`src/rtl/assert_macros.svh`:
```
// ----------------------------------------------------------------------------
// Assertion macros
// Shared concurrent assertion forms for the RTL.
// ----------------------------------------------------------------------------
`ifndef ASSERT_MACROS_SVH
`define ASSERT_MACROS_SVH

// Same-cycle implication.
`define ASSERT_IMPLIES(label, clk, rst, ante, cons) \
   label: assert property (@(posedge clk) disable iff (rst) (ante) |-> (cons)) \
      else $error("assertion failed: same-cycle implication");

// Next-cycle implication.
`define ASSERT_NEXT(label, clk, rst, ante, cons) \
   label: assert property (@(posedge clk) disable iff (rst) (ante) |=> (cons)) \
      else $error("assertion failed: next-cycle implication");

`endif

```
`src/rtl/sri_pkg.sv`:
```
// ----------------------------------------------------------------------------
// sri_pkg
// Types, constants and sign helpers for the segment/rectangle test.
// ----------------------------------------------------------------------------
`default_nettype none

package sri_pkg;

   localparam int COORD_WIDTH_DEF = 16;
   localparam int NUM_CORNERS     = 4;
   localparam int NUM_EDGES       = 4;
   localparam int CSR_INDEX_WIDTH = 3;

   typedef enum logic [CSR_INDEX_WIDTH-1:0] {
      REG_LEFT,
      REG_BOTTOM,
      REG_RIGHT,
      REG_TOP
   } csr_reg_type;

   // sign of a value: zero, negative, or positive when neither is set
   typedef struct packed {
      logic neg;
      logic zero;
   } sgn_type;

   typedef struct packed {
      sgn_type d3;        // edge direction vs segment start
      sgn_type d4;        // edge direction vs segment end
      logic    touch;     // an edge endpoint equals a segment endpoint
      logic    box_miss;  // bounding boxes are disjoint
   } edge_flags_type;

   typedef struct packed {
      logic                             reject;
      logic                             both_in;
      edge_flags_type [NUM_EDGES-1:0]   edges;
   } seg_flags_type;

   // sign of (a - b) from a < b and a == b
   function automatic sgn_type sgn_from_cmp(input logic lt, input logic eq);
      sgn_type s;
      s.neg  = lt;
      s.zero = eq;
      return s;
   endfunction

   function automatic sgn_type sgn_mul(input sgn_type a, input sgn_type b);
      sgn_type s;
      s.zero = a.zero | b.zero;
      s.neg  = ~s.zero & (a.neg ^ b.neg);
      return s;
   endfunction

   function automatic logic sgn_pos(input sgn_type a);
      return ~a.zero & ~a.neg;
   endfunction

endpackage

`default_nettype wire

```
`src/rtl/sri_if.sv`:
```
// ----------------------------------------------------------------------------
// sri_if
// Valid/ready channels: segment items in, hit items out.
// ----------------------------------------------------------------------------
`default_nettype none

interface sri_seg_if #(
   parameter int COORD_WIDTH = sri_pkg::COORD_WIDTH_DEF
) ();
   logic                          valid;
   logic                          ready;
   logic signed [COORD_WIDTH-1:0] start_x;
   logic signed [COORD_WIDTH-1:0] start_y;
   logic signed [COORD_WIDTH-1:0] end_x;
   logic signed [COORD_WIDTH-1:0] end_y;

   modport source (output valid, start_x, start_y, end_x, end_y, input ready);
   modport sink   (input valid, start_x, start_y, end_x, end_y, output ready);
endinterface

interface sri_hit_if ();
   logic valid;
   logic ready;
   logic hit;

   modport source (output valid, hit, input ready);
   modport sink   (input valid, hit, output ready);
endinterface

`default_nettype wire

```
`src/rtl/sri_cross.sv`:
```
// ----------------------------------------------------------------------------
// sri_cross
// Two-stage exact cross products of the segment against the four corners.
// ----------------------------------------------------------------------------
`default_nettype none

module sri_cross #(
   parameter int COORD_WIDTH = sri_pkg::COORD_WIDTH_DEF
) (
   input  logic                                    clock,
   input  logic                                    enable,
   input  logic signed [COORD_WIDTH:0]             seg_dx,
   input  logic signed [COORD_WIDTH:0]             seg_dy,
   input  logic signed [COORD_WIDTH:0]             dx_left,
   input  logic signed [COORD_WIDTH:0]             dx_right,
   input  logic signed [COORD_WIDTH:0]             dy_bottom,
   input  logic signed [COORD_WIDTH:0]             dy_top,
   output sri_pkg::sgn_type [sri_pkg::NUM_CORNERS-1:0] corner_sgn
);
   import sri_pkg::*;

   localparam int DW = COORD_WIDTH + 1;
   localparam int PW = 2 * DW;
   localparam int XW = PW + 1;

   logic signed [PW-1:0] p_xb_ff, p_xt_ff, p_ly_ff, p_ry_ff;
   logic signed [XW-1:0] cross_in [NUM_CORNERS];
   sgn_type [NUM_CORNERS-1:0] sgn_ff;

   // stage A: the four distinct products
   always_ff @(posedge clock) begin
      if (enable) begin
         p_xb_ff <= PW'(seg_dx) * PW'(dy_bottom);
         p_xt_ff <= PW'(seg_dx) * PW'(dy_top);
         p_ly_ff <= PW'(dx_left) * PW'(seg_dy);
         p_ry_ff <= PW'(dx_right) * PW'(seg_dy);
      end
   end

   // corners: 0 left-bottom, 1 left-top, 2 right-top, 3 right-bottom
   always_comb begin
      cross_in[0] = XW'(p_xb_ff) - XW'(p_ly_ff);
      cross_in[1] = XW'(p_xt_ff) - XW'(p_ly_ff);
      cross_in[2] = XW'(p_xt_ff) - XW'(p_ry_ff);
      cross_in[3] = XW'(p_xb_ff) - XW'(p_ry_ff);
   end

   // stage B: keep only the signs
   always_ff @(posedge clock) begin
      if (enable) begin
         for (int c = 0; c < NUM_CORNERS; c++) begin
            sgn_ff[c].neg  <= cross_in[c][XW-1];
            sgn_ff[c].zero <= (cross_in[c] == '0);
         end
      end
   end

   assign corner_sgn = sgn_ff;

endmodule

`default_nettype wire

```
`src/rtl/segment_rectangle_intersect_top.sv`:
```
// ----------------------------------------------------------------------------
// segment_rectangle_intersect_top
// Streaming test of line segments against a configured axis-aligned box.
// ----------------------------------------------------------------------------
// Each req item is a segment (start, end) in signed fixed point; each rsp
// item is one hit bit, set when the segment touches or crosses the
// rectangle given by the four csr registers (left, bottom, right, top;
// reset 0, corners used as written, an inverted box is not reordered).
// One item is taken every cycle while no result waits on rsp; each item
// then passes through the pipeline: input compares, the exact corner
// cross-product multipliers, the wide subtract to a sign, and the final
// sign logic into the rsp register. All stages advance together and hold
// only while a result waits on rsp. Write the csr registers only while no
// items are in flight. The only other state is the pipeline registers.
// ----------------------------------------------------------------------------
`default_nettype none
`include "assert_macros.svh"

module segment_rectangle_intersect_top #(
   parameter int COORD_WIDTH = sri_pkg::COORD_WIDTH_DEF
) (
   input  logic                                clock,
   input  logic                                reset,
   input  logic                                csr_wr_en,
   input  logic [sri_pkg::CSR_INDEX_WIDTH-1:0] csr_index,
   input  logic [COORD_WIDTH-1:0]              csr_wr_data,
   sri_seg_if.sink                             req_chan,
   sri_hit_if.source                           rsp_chan
);
   import sri_pkg::*;

   localparam int DW = COORD_WIDTH + 1;

   // configuration
   logic signed [COORD_WIDTH-1:0] left_ff, bottom_ff, right_ff, top_ff;

   always_ff @(posedge clock) begin
      if (reset) begin
         left_ff   <= '0;
         bottom_ff <= '0;
         right_ff  <= '0;
         top_ff    <= '0;
      end else if (csr_wr_en) begin
         case (csr_reg_type'(csr_index))
            REG_LEFT:   left_ff   <= $signed(csr_wr_data);
            REG_BOTTOM: bottom_ff <= $signed(csr_wr_data);
            REG_RIGHT:  right_ff  <= $signed(csr_wr_data);
            REG_TOP:    top_ff    <= $signed(csr_wr_data);
            default: ; // index beyond the register list: ignored
         endcase
      end
   end

   // pipeline control: everything moves unless a result is stuck on rsp
   logic advance;
   logic s1_valid_ff, s2_valid_ff, s3_valid_ff, rsp_valid_ff;

   assign advance        = ~rsp_valid_ff | rsp_chan.ready;
   assign req_chan.ready = advance;

   always_ff @(posedge clock) begin
      if (reset) begin
         s1_valid_ff  <= 1'b0;
         s2_valid_ff  <= 1'b0;
         s3_valid_ff  <= 1'b0;
         rsp_valid_ff <= 1'b0;
      end else if (advance) begin
         s1_valid_ff  <= req_chan.valid;
         s2_valid_ff  <= s1_valid_ff;
         s3_valid_ff  <= s2_valid_ff;
         rsp_valid_ff <= s3_valid_ff;
      end
   end

   // ---------------- stage 1: differences and compare flags ----------------
   logic signed [COORD_WIDTH-1:0] ax, ay, bx, by;
   logic signed [COORD_WIDTH-1:0] cx [NUM_CORNERS];
   logic signed [COORD_WIDTH-1:0] cy [NUM_CORNERS];
   logic signed [COORD_WIDTH-1:0] seg_xmin, seg_xmax, seg_ymin, seg_ymax;
   logic [NUM_CORNERS-1:0]        eq_start, eq_end;
   logic [NUM_EDGES-1:0]          edge_touch, edge_box_miss;
   sgn_type                       tb_sgn, rl_sgn, lr_sgn;
   seg_flags_type                 s1_flags_in;
   logic signed [DW-1:0] seg_dx_in, seg_dy_in, dxl_in, dxr_in, dyb_in, dyt_in;

   assign ax = req_chan.start_x;
   assign ay = req_chan.start_y;
   assign bx = req_chan.end_x;
   assign by = req_chan.end_y;

   // corners: 0 left-bottom, 1 left-top, 2 right-top, 3 right-bottom
   always_comb begin
      cx[0] = left_ff;  cy[0] = bottom_ff;
      cx[1] = left_ff;  cy[1] = top_ff;
      cx[2] = right_ff; cy[2] = top_ff;
      cx[3] = right_ff; cy[3] = bottom_ff;
   end

   assign seg_xmin = (ax < bx) ? ax : bx;
   assign seg_xmax = (ax > bx) ? ax : bx;
   assign seg_ymin = (ay < by) ? ay : by;
   assign seg_ymax = (ay > by) ? ay : by;

   assign seg_dx_in = DW'(bx) - DW'(ax);
   assign seg_dy_in = DW'(by) - DW'(ay);
   assign dxl_in    = DW'(left_ff) - DW'(ax);
   assign dxr_in    = DW'(right_ff) - DW'(ax);
   assign dyb_in    = DW'(bottom_ff) - DW'(ay);
   assign dyt_in    = DW'(top_ff) - DW'(ay);

   genvar gc, ge;
   generate
      for (gc = 0; gc < NUM_CORNERS; gc++) begin : g_corner_eq
         assign eq_start[gc] = (ax == cx[gc]) && (ay == cy[gc]);
         assign eq_end[gc]   = (bx == cx[gc]) && (by == cy[gc]);
      end
      // edge e runs from corner e to corner e+1 (wrapping)
      for (ge = 0; ge < NUM_EDGES; ge++) begin : g_edge
         localparam int Q = (ge + 1) % NUM_CORNERS;
         logic signed [COORD_WIDTH-1:0] exmin, exmax, eymin, eymax;
         assign exmin = (cx[ge] < cx[Q]) ? cx[ge] : cx[Q];
         assign exmax = (cx[ge] > cx[Q]) ? cx[ge] : cx[Q];
         assign eymin = (cy[ge] < cy[Q]) ? cy[ge] : cy[Q];
         assign eymax = (cy[ge] > cy[Q]) ? cy[ge] : cy[Q];
         assign edge_touch[ge] =
            eq_start[ge] | eq_end[ge] | eq_start[Q] | eq_end[Q];
         assign edge_box_miss[ge] =
            (exmax < seg_xmin) || (seg_xmax < exmin) ||
            (eymax < seg_ymin) || (seg_ymax < eymin);
      end
   endgenerate

   // edge-direction crosses: one edge component is zero, so each is a
   // product of two difference signs
   assign tb_sgn = sgn_from_cmp(top_ff < bottom_ff, top_ff == bottom_ff);
   assign rl_sgn = sgn_from_cmp(right_ff < left_ff, right_ff == left_ff);
   assign lr_sgn = sgn_from_cmp(left_ff < right_ff, left_ff == right_ff);

   always_comb begin
      for (int e = 0; e < NUM_EDGES; e++) begin
         s1_flags_in.edges[e].touch    = edge_touch[e];
         s1_flags_in.edges[e].box_miss = edge_box_miss[e];
      end
      // left edge: -(x - l)(t - b)
      s1_flags_in.edges[0].d3 = sgn_mul(sgn_from_cmp(left_ff < ax, left_ff == ax), tb_sgn);
      s1_flags_in.edges[0].d4 = sgn_mul(sgn_from_cmp(left_ff < bx, left_ff == bx), tb_sgn);
      // top edge: (r - l)(y - t)
      s1_flags_in.edges[1].d3 = sgn_mul(rl_sgn, sgn_from_cmp(ay < top_ff, ay == top_ff));
      s1_flags_in.edges[1].d4 = sgn_mul(rl_sgn, sgn_from_cmp(by < top_ff, by == top_ff));
      // right edge: (x - r)(t - b)
      s1_flags_in.edges[2].d3 = sgn_mul(sgn_from_cmp(ax < right_ff, ax == right_ff), tb_sgn);
      s1_flags_in.edges[2].d4 = sgn_mul(sgn_from_cmp(bx < right_ff, bx == right_ff), tb_sgn);
      // bottom edge: (l - r)(y - b)
      s1_flags_in.edges[3].d3 = sgn_mul(lr_sgn, sgn_from_cmp(ay < bottom_ff, ay == bottom_ff));
      s1_flags_in.edges[3].d4 = sgn_mul(lr_sgn, sgn_from_cmp(by < bottom_ff, by == bottom_ff));

      // wholly beyond one side
      s1_flags_in.reject = (ax < left_ff && bx < left_ff) ||
                           (ay < bottom_ff && by < bottom_ff) ||
                           (ax > right_ff && bx > right_ff) ||
                           (ay > top_ff && by > top_ff);
      // both endpoints inside, edges included
      s1_flags_in.both_in = (ax >= left_ff && ax <= right_ff &&
                             ay >= bottom_ff && ay <= top_ff) &&
                            (bx >= left_ff && bx <= right_ff &&
                             by >= bottom_ff && by <= top_ff);
   end

   logic signed [DW-1:0] seg_dx_ff, seg_dy_ff, dxl_ff, dxr_ff, dyb_ff, dyt_ff;
   seg_flags_type        s1_flags_ff, s2_flags_ff, s3_flags_ff;

   always_ff @(posedge clock) begin
      if (advance) begin
         seg_dx_ff   <= seg_dx_in;
         seg_dy_ff   <= seg_dy_in;
         dxl_ff      <= dxl_in;
         dxr_ff      <= dxr_in;
         dyb_ff      <= dyb_in;
         dyt_ff      <= dyt_in;
         s1_flags_ff <= s1_flags_in;
         s2_flags_ff <= s1_flags_ff;
         s3_flags_ff <= s2_flags_ff;
      end
   end

   // ---------------- stages 2 and 3: corner cross-product signs ------------
   sgn_type [NUM_CORNERS-1:0] corner_sgn;

   sri_cross #(
      .COORD_WIDTH (COORD_WIDTH)
   ) u_cross (
      .clock      (clock),
      .enable     (advance),
      .seg_dx     (seg_dx_ff),
      .seg_dy     (seg_dy_ff),
      .dx_left    (dxl_ff),
      .dx_right   (dxr_ff),
      .dy_bottom  (dyb_ff),
      .dy_top     (dyt_ff),
      .corner_sgn (corner_sgn)
   );

   // ---------------- stage 4: per-edge decision into rsp register ----------
   logic [NUM_EDGES-1:0] edge_hit;
   logic                 hit_in, hit_ff;

   always_comb begin
      for (int e = 0; e < NUM_EDGES; e++) begin
         sgn_type s12, s34;
         s12 = sgn_mul(corner_sgn[e], corner_sgn[(e + 1) % NUM_CORNERS]);
         s34 = sgn_mul(s3_flags_ff.edges[e].d3, s3_flags_ff.edges[e].d4);
         if (sgn_pos(s12) || sgn_pos(s34)) begin
            edge_hit[e] = 1'b0;
         end else if (s12.neg && s34.neg) begin
            edge_hit[e] = 1'b1;
         end else if (s3_flags_ff.edges[e].touch) begin
            edge_hit[e] = 1'b1;
         end else begin
            // collinear or touching: overlap of bounding boxes decides
            edge_hit[e] = ~s3_flags_ff.edges[e].box_miss;
         end
      end
      if (s3_flags_ff.reject) begin
         hit_in = 1'b0;
      end else if (s3_flags_ff.both_in) begin
         hit_in = 1'b1;
      end else begin
         hit_in = |edge_hit;
      end
   end

   always_ff @(posedge clock) begin
      if (advance) begin
         hit_ff <= hit_in;
      end
   end

   assign rsp_chan.valid = rsp_valid_ff;
   assign rsp_chan.hit   = hit_ff;

   // ---------------- assertions ----------------
   `ASSERT_IMPLIES(a_both_in_never_rejected, clock, reset,
      s1_valid_ff && s1_flags_ff.both_in, !s1_flags_ff.reject)
   `ASSERT_NEXT(a_stage_moves_on, clock, reset,
      s2_valid_ff && advance, s3_valid_ff)
   `ASSERT_NEXT(a_stall_holds_stage, clock, reset,
      s3_valid_ff && !advance, s3_valid_ff && $stable(s3_flags_ff))

endmodule

`default_nettype wire
```
`src/flat_wrapper.sv`:
```
// flat-port wrapper written by rule: the top's interface ports become plain ports
module segment_rectangle_intersect_top_flat import sri_pkg::*;
#(
   parameter int COORD_WIDTH = sri_pkg::COORD_WIDTH_DEF
)
  (clock, reset, csr_wr_en, csr_index, csr_wr_data, req_chan_valid, req_chan_start_x, req_chan_start_y, req_chan_end_x, req_chan_end_y, req_chan_ready, rsp_chan_valid, rsp_chan_hit, rsp_chan_ready);
  sri_seg_if #(.COORD_WIDTH(COORD_WIDTH)) req_chan_i ();
  sri_hit_if rsp_chan_i ();
  input  logic clock;
  input  logic reset;
  input  logic csr_wr_en;
  input  logic [sri_pkg::CSR_INDEX_WIDTH-1:0] csr_index;
  input  logic [COORD_WIDTH-1:0] csr_wr_data;
  input wire logic [$bits(req_chan_i.valid)-1:0] req_chan_valid;
  input wire logic [$bits(req_chan_i.start_x)-1:0] req_chan_start_x;
  input wire logic [$bits(req_chan_i.start_y)-1:0] req_chan_start_y;
  input wire logic [$bits(req_chan_i.end_x)-1:0] req_chan_end_x;
  input wire logic [$bits(req_chan_i.end_y)-1:0] req_chan_end_y;
  output wire logic [$bits(req_chan_i.ready)-1:0] req_chan_ready;
  output wire logic [$bits(rsp_chan_i.valid)-1:0] rsp_chan_valid;
  output wire logic [$bits(rsp_chan_i.hit)-1:0] rsp_chan_hit;
  input wire logic [$bits(rsp_chan_i.ready)-1:0] rsp_chan_ready;
  assign req_chan_i.valid = req_chan_valid;
  assign req_chan_i.start_x = req_chan_start_x;
  assign req_chan_i.start_y = req_chan_start_y;
  assign req_chan_i.end_x = req_chan_end_x;
  assign req_chan_i.end_y = req_chan_end_y;
  assign req_chan_ready = req_chan_i.ready;
  assign rsp_chan_valid = rsp_chan_i.valid;
  assign rsp_chan_hit = rsp_chan_i.hit;
  assign rsp_chan_i.ready = rsp_chan_ready;
  segment_rectangle_intersect_top #(.COORD_WIDTH(COORD_WIDTH)) u_core (.clock(clock), .reset(reset), .csr_wr_en(csr_wr_en), .csr_index(csr_index), .csr_wr_data(csr_wr_data), .req_chan(req_chan_i), .rsp_chan(rsp_chan_i));
endmodule
```
`config.mk`:
```
export PLATFORM = sky130hd
export DESIGN_NAME = segment_rectangle_intersect_top_flat
export DESIGN_NICKNAME = d
export VERILOG_FILES = /design/src/rtl/sri_pkg.sv /design/src/rtl/sri_if.sv /design/src/rtl/sri_cross.sv /design/src/rtl/segment_rectangle_intersect_top.sv /design/src/flat_wrapper.sv
export VERILOG_INCLUDE_DIRS = /design/src /design/src/rtl
export SDC_FILE = /design/constraint.sdc
export NUM_CORES = 2
export LEC_CHECK = 0
export BUFFER_PORTS_ARGS = -buffer_cell sky130_fd_sc_hd__buf_2
export CAP_MARGIN = 20
export CORE_AREA = 4 4 408 410
export CTS_CLUSTER_SIZE = 25
export DETAILED_ROUTE_END_ITERATION = 8
export DIE_AREA = 0 0 412 414
export PLACE_DENSITY = 0.61
export SLEW_MARGIN = 20
export SYNTH_ARGS = -nofsm -noshare
export SYNTH_HDL_FRONTEND = slang
export SYNTH_HIERARCHICAL = 1
export SYNTH_SLANG_ARGS = --single-unit
```
`constraint.sdc`:
```
create_clock -name clock -period 20 [get_ports clock]
set_clock_uncertainty 0.15 [all_clocks]
set_input_delay 1 -clock clock [delete_from_list [all_inputs] [get_ports clock]]
set_output_delay 1 -clock clock [all_outputs]
set_load 0.1 [all_outputs]
```
# Word level (Yosys, flattened, before mapping)
# Index checks and enable logic that the tools add are counted.
[totals]
inputBits = 88
reg_bits = 393
word_cells = 360
out_inout_bits = 3
[classes]
muxes = 25
n_lt_le_gt_ge = 50
n_eq_ne = 16
multipliers = 4
bitwise_logic = 98
reduce_logical = 52
n_addsub = 10
[op_table]
columns = ["operator", "count"]
rows = [
  ["$lt 16x16->1", 32],
  ["$eq 16x16->1", 13],
  ["$mux 16", 12],
  ["$gt 16x16->1", 10],
  ["$logic_not 35->1", 4],
  ["$sub 34x34->35", 4],
  ["$mul 17x17->34", 4],
  ["$sub 16x16->17", 6],
  ["$ge 16x16->1", 4],
  ["$le 16x16->1", 4],
  ["$not 1->1", 29],
  ["$or 1x1->1", 29],
  ["$and 1x1->1", 24],
  ["$logic_and 1x1->1", 23],
  ["$logic_or 1x1->1", 19],
  ["$xor 1x1->1", 16],
  ["$mux 1", 13],
  ["$reduce_and 2->1", 4],
  ["$eq 3x2->1 const B", 2],
  ["$reduce_or 4->1", 1],
  ["$eq 3x1->1 const B", 1],
  ["$logic_not 3->1", 1],
]

# Depth between registers and ports, before layout
[logic_depth]
ltp_word = 9
mapped_depth = 28
mapped_depth_nobuf = 26

# Cells and area by module
# Netlist, hierarchy kept.
[modules_own_cells]
columns = ["module", "cells_per_inst", "n_inst", "area_per_inst_um2"]
rows = [
  ["sri_cross", 6011, 1, 55147.9],
  ["segment_rectangle_intersect_top", 2580, 1, 22759.3],
]

# Least setup slack after synthesis
# OpenSTA, ideal clock, no wires.
[synth_timing]
path_type = "input to output"
startpoint = "in rsp_chan_ready"
endpoint = "out req_chan_ready"
required_ns = 18.850
cell_stages = 2
slack_ns = 8.060
arrival_time_ns = 10.790
path_cell_list = "nand2b_1 clkbuf_1"
[synth_between]
elab_chain_cells = 1
[synth_lines]
columns = ["item", "line", "rtl"]
rows = [
  ["from (decl)", "flat_wrapper.sv:22", "input wire logic [$bits(rsp_chan_i.ready)-1:0] rsp_chan_ready;"],
  ["$or 1x1->1", "segment_rectangle_intersect_top.sv:58", "assign advance = ~rsp_valid_ff | rsp_chan.ready;"],
  ["to (decl)", "flat_wrapper.sv:19", "output wire logic [$bits(req_chan_i.ready)-1:0] req_chan_ready;"],
]
# No other way between the ends.

# Final worst setup path
[layout_timing]
startpoint = "reg u_core.dxl_ff[10]"
endpoint = "reg u_core.u_cross.p_ly_ff[33], data pin"
[layout_between]
elab_chain_cells = 1
[layout_lines]
columns = ["item", "line", "rtl"]
rows = [
  ["from (decl)", "segment_rectangle_intersect_top.sv:169", "logic signed [DW-1:0] seg_dx_ff, seg_dy_ff, dxl_ff, dxr_ff, dyb_ff, dyt_ff;"],
  ["from (signal assigned)", "segment_rectangle_intersect_top.sv:176", "dxl_ff <= dxl_in;"],
  ["$mul 17x17->34", "sri_cross.sv:35", "p_ly_ff <= PW'(dx_left) * PW'(seg_dy);"],
  ["to (signal assigned)", "sri_cross.sv:35", ""],
  ["to (decl)", "sri_cross.sv:26", "logic signed [PW-1:0] p_xb_ff, p_xt_ff, p_ly_ff, p_ry_ff;"],
]
# No other way between the ends.
# A chain may end at the register's enable or synchronous reset.

==> results.ini <==
[yosys]
synth_cell_types=97
synthesis.nets=10779
avgSynthCellArea_sq_um=9.07
async_reset_ff_frac=0
synthesis.instances=8591
seq_area_frac_synth=0.143
synth_edf_count=325
synth_ff_type=edfxtp_1
yosys.area.top_type_share=0.307
synth_area_leaders=fa_1, ha_1, edfxtp_1
synth_warnings=6
ys_ff_latch=393
netlist_area_sq_um=77900
synth.largest_area_cell=fa_1

[detailed_routing]
drc=0
num_vias=60821
vias_per_cell=5.64
dr.pass1.iters=8
totalWireLength_mm=247
ant_nets=0
wl_per_cell_um=22.9
drt_iter0_drc=4640

[critical_path]
r2r_end=u_core/u_cross/p_ly_ff[33]
ff2ff_path_depth=23
cp-start-kind=flip-flop
regToRegSetupSlack_ns=12.42
critPathKind=flip-flop to flip-flop
timing.rr.start=u_core/dxl_ff[10]
path_max_fanout=17
critPathRequiredTime_ns=20.27
worstSetupEndpointType=flip-flop
crit_arrival_ns=7.85

[cts]
cts_made_buffers=52
htreeDepth=2
cts_root_buf=clkbuf_16
cts.clk_slew.worst_paths_ns=0.07
cts_tree=yes
max-clock-path-buffers=3
postCtsResizedCells=0
cts_setup_buffers=0
cts.sinks=393
clk_latency_ns=0.70
ctsHoldBuffers=0

[floorplan]
io_pins=91
die_width_um=412
initial_core_util=0.480
num_rows=148
die_h_um=414
dieArea_sq_um=171000
coreArea_sq_um=162000

[global_routing]
grt_pass1_wl_mm=381
grt_max_degree=133
antenna_found_initial=11
grt_overflow=0
grt_pass1_vias=62966
grt_util_all_layers=0.291

[sta]
period_share=0.379
setup_viol=0
fin_tns_setup_ns=0
drv_slew=0
hold_violations=0
worst_slew_pin_slew_ns=1.10
rsz0062_at_grt=false
fmax_mhz=132
min_period_ns=7.58
whs_ns=0.239
worst_slew_margin_rel=0.258

[cells_and_area]
final_nets=10743
area_delta_synth_final_pct=6.16
layout-drive-gt1-share=0.0419
num-fill-cells=15335

[placement]
gp_congestion=1.02
numPortBuffers=90
hpwl_mm=201

[hold_path]
whs_path_depth=0
hp-class=flip-flop to flip-flop
hold_start=u_core/s2_flags_ff[16]
min_to=u_core/s3_flags_ff[16]

[outcome]
status=finished, final reports clean

[flow_run]
max_cap_viol_count=0

critical path, cell delays in order (launching register included):
cell	delay, ns
edfxtp_1	0.79
nand2_1	0.17
fa_1	0.54
fa_1	0.58
fa_1	0.45
fa_1	0.54
inv_1	0.05
fa_1	0.47
inv_1	0.05
fa_1	0.47
inv_1	0.04
ha_1	0.34
a22oi_1	0.10
and3_1	0.15
o21a_1	0.12
o31ai_1	0.70
a221oi_1	0.36
a311oi_1	0.49
nand3_1	0.15
a21boi_0	0.25
o21ai_0	0.11
nand2b_1	0.08
a21oi_1	0.07
xnor2_1	0.12
synth_stat cells, drive strengths merged, types with 106 or more instances:
master / number
a21o: 136
a21oi: 471
and2: 590
clkbuf: 246
edfxtp: 325
fa: 1194
ha: 906
inv: 1506
nand2: 941
nand2b: 106
nor2: 415
o21ai: 292
xnor2: 189
cells in the final DEF, fill, tap and decap left out, drive strengths merged, types with 176 or more instances in the layout:
| cell | synthesis | layout |
|---|---|---|
| nand2 | 941 | 941 |
| a21oi | 471 | 471 |
| xnor2 | 189 | 189 |
| inv | 1506 | 1516 |
| fa | 1194 | 1194 |
| ha | 906 | 906 |
| o21ai | 292 | 292 |
| and2 | 590 | 590 |
| edfxtp | 325 | 325 |
| buf | 20 | 176 |
| nor2 | 415 | 415 |
worst max path at each step:
stage | cells after the start | slack (ns) | from | to
after floorplan | 2 | 8.06 | rsp_chan_ready | req_chan_ready
after global placement | 23 | 12.62 | u_core/dxl_ff[10] | u_core/u_cross/p_ly_ff[33]
after detailed placement | 24 | 12.57 | u_core/dxl_ff[11] | u_core/u_cross/p_ly_ff[32]
after CTS | 23 | 12.54 | u_core/dxl_ff[10] | u_core/u_cross/p_ly_ff[33]
after global routing | 21 | 12.01 | u_core/dxl_ff[9] | u_core/u_cross/p_ly_ff[32]
final | 23 | 12.42 | u_core/dxl_ff[10] | u_core/u_cross/p_ly_ff[33]
flip-flops by register name, summed over array words and instances, names as in the netlist:
register                   flops
u_core/g_edge.exmax           32
u_core/s3_flags_ff            26
u_core/dxl_ff                 17
u_core/u_cross/p_ly_ff        34
u_core/rsp_chan.hit            1
u_core/s1_flags_ff            26
u_core/seg_dx_ff              17
u_core/u_cross/corner_sgn      8
u_core/bottom_ff              16
u_core/s2_valid_ff             1
u_core/dyb_ff                 17
u_core/s1_valid_ff             1
u_core/seg_dy_ff              17
u_core/rsp_chan.valid          1
u_core/u_cross/p_xb_ff        34
u_core/s3_valid_ff             1
u_core/dxr_ff                 17
u_core/g_edge.eymax           16
u_core/u_cross/p_xt_ff        34
u_core/dyt_ff                 17
u_core/s2_flags_ff            26
u_core/u_cross/p_ry_ff        34
layer usage:
layer,global-route usage,share of wire,vias up
li1,-,-,28037
met1,0.378,0.41,30298
met2,0.479,0.47,1956
met5,0,0.00031,-
met4,0.150,0.063,10
met3,0.0367,0.055,520
through the flow:
step	area (sq um)	util	instances	setup slack (ns)
3_5_place_dp	80800	0.497	10676	12.57
6_report	82700	0.509	10779	12.42
5_1_grt	82700	0.509	10774	12.01
3_3_place_gp	80800	0.497	10676	12.62
4_1_cts	82700	0.509	10774	12.54
2_1_floorplan	77900	-	8591	8.06
layout make-up:
class                   instances  area, sq um  area share
multi-input cells            6425        60200       0.728
diodes                          5         12.5    0.000151
flip-flops and latches        393        11100       0.134
repair buffers                176         1110      0.0134
well taps                    2175         2720      0.0329
clock inverters                38          503     0.00608
inverters                    1507         5660      0.0684
clock buffers                  60         1410      0.0170
cell families after synthesis:
logic type,Yosys count,synth area share
AND/OR/NAND/NOR,2581,0.163
adder cells (fa/ha/maj),2107,0.453
buffers and inverters,1773,0.0859
AO/OA/AOI/OAI,1383,0.113
flip-flops,393,0.143
XOR/XNOR,262,0.0296
multiplexers,92,0.0124
Power is not shown: default switching activity piles up to over one toggle a cycle in this logic, so the estimate is an artifact.
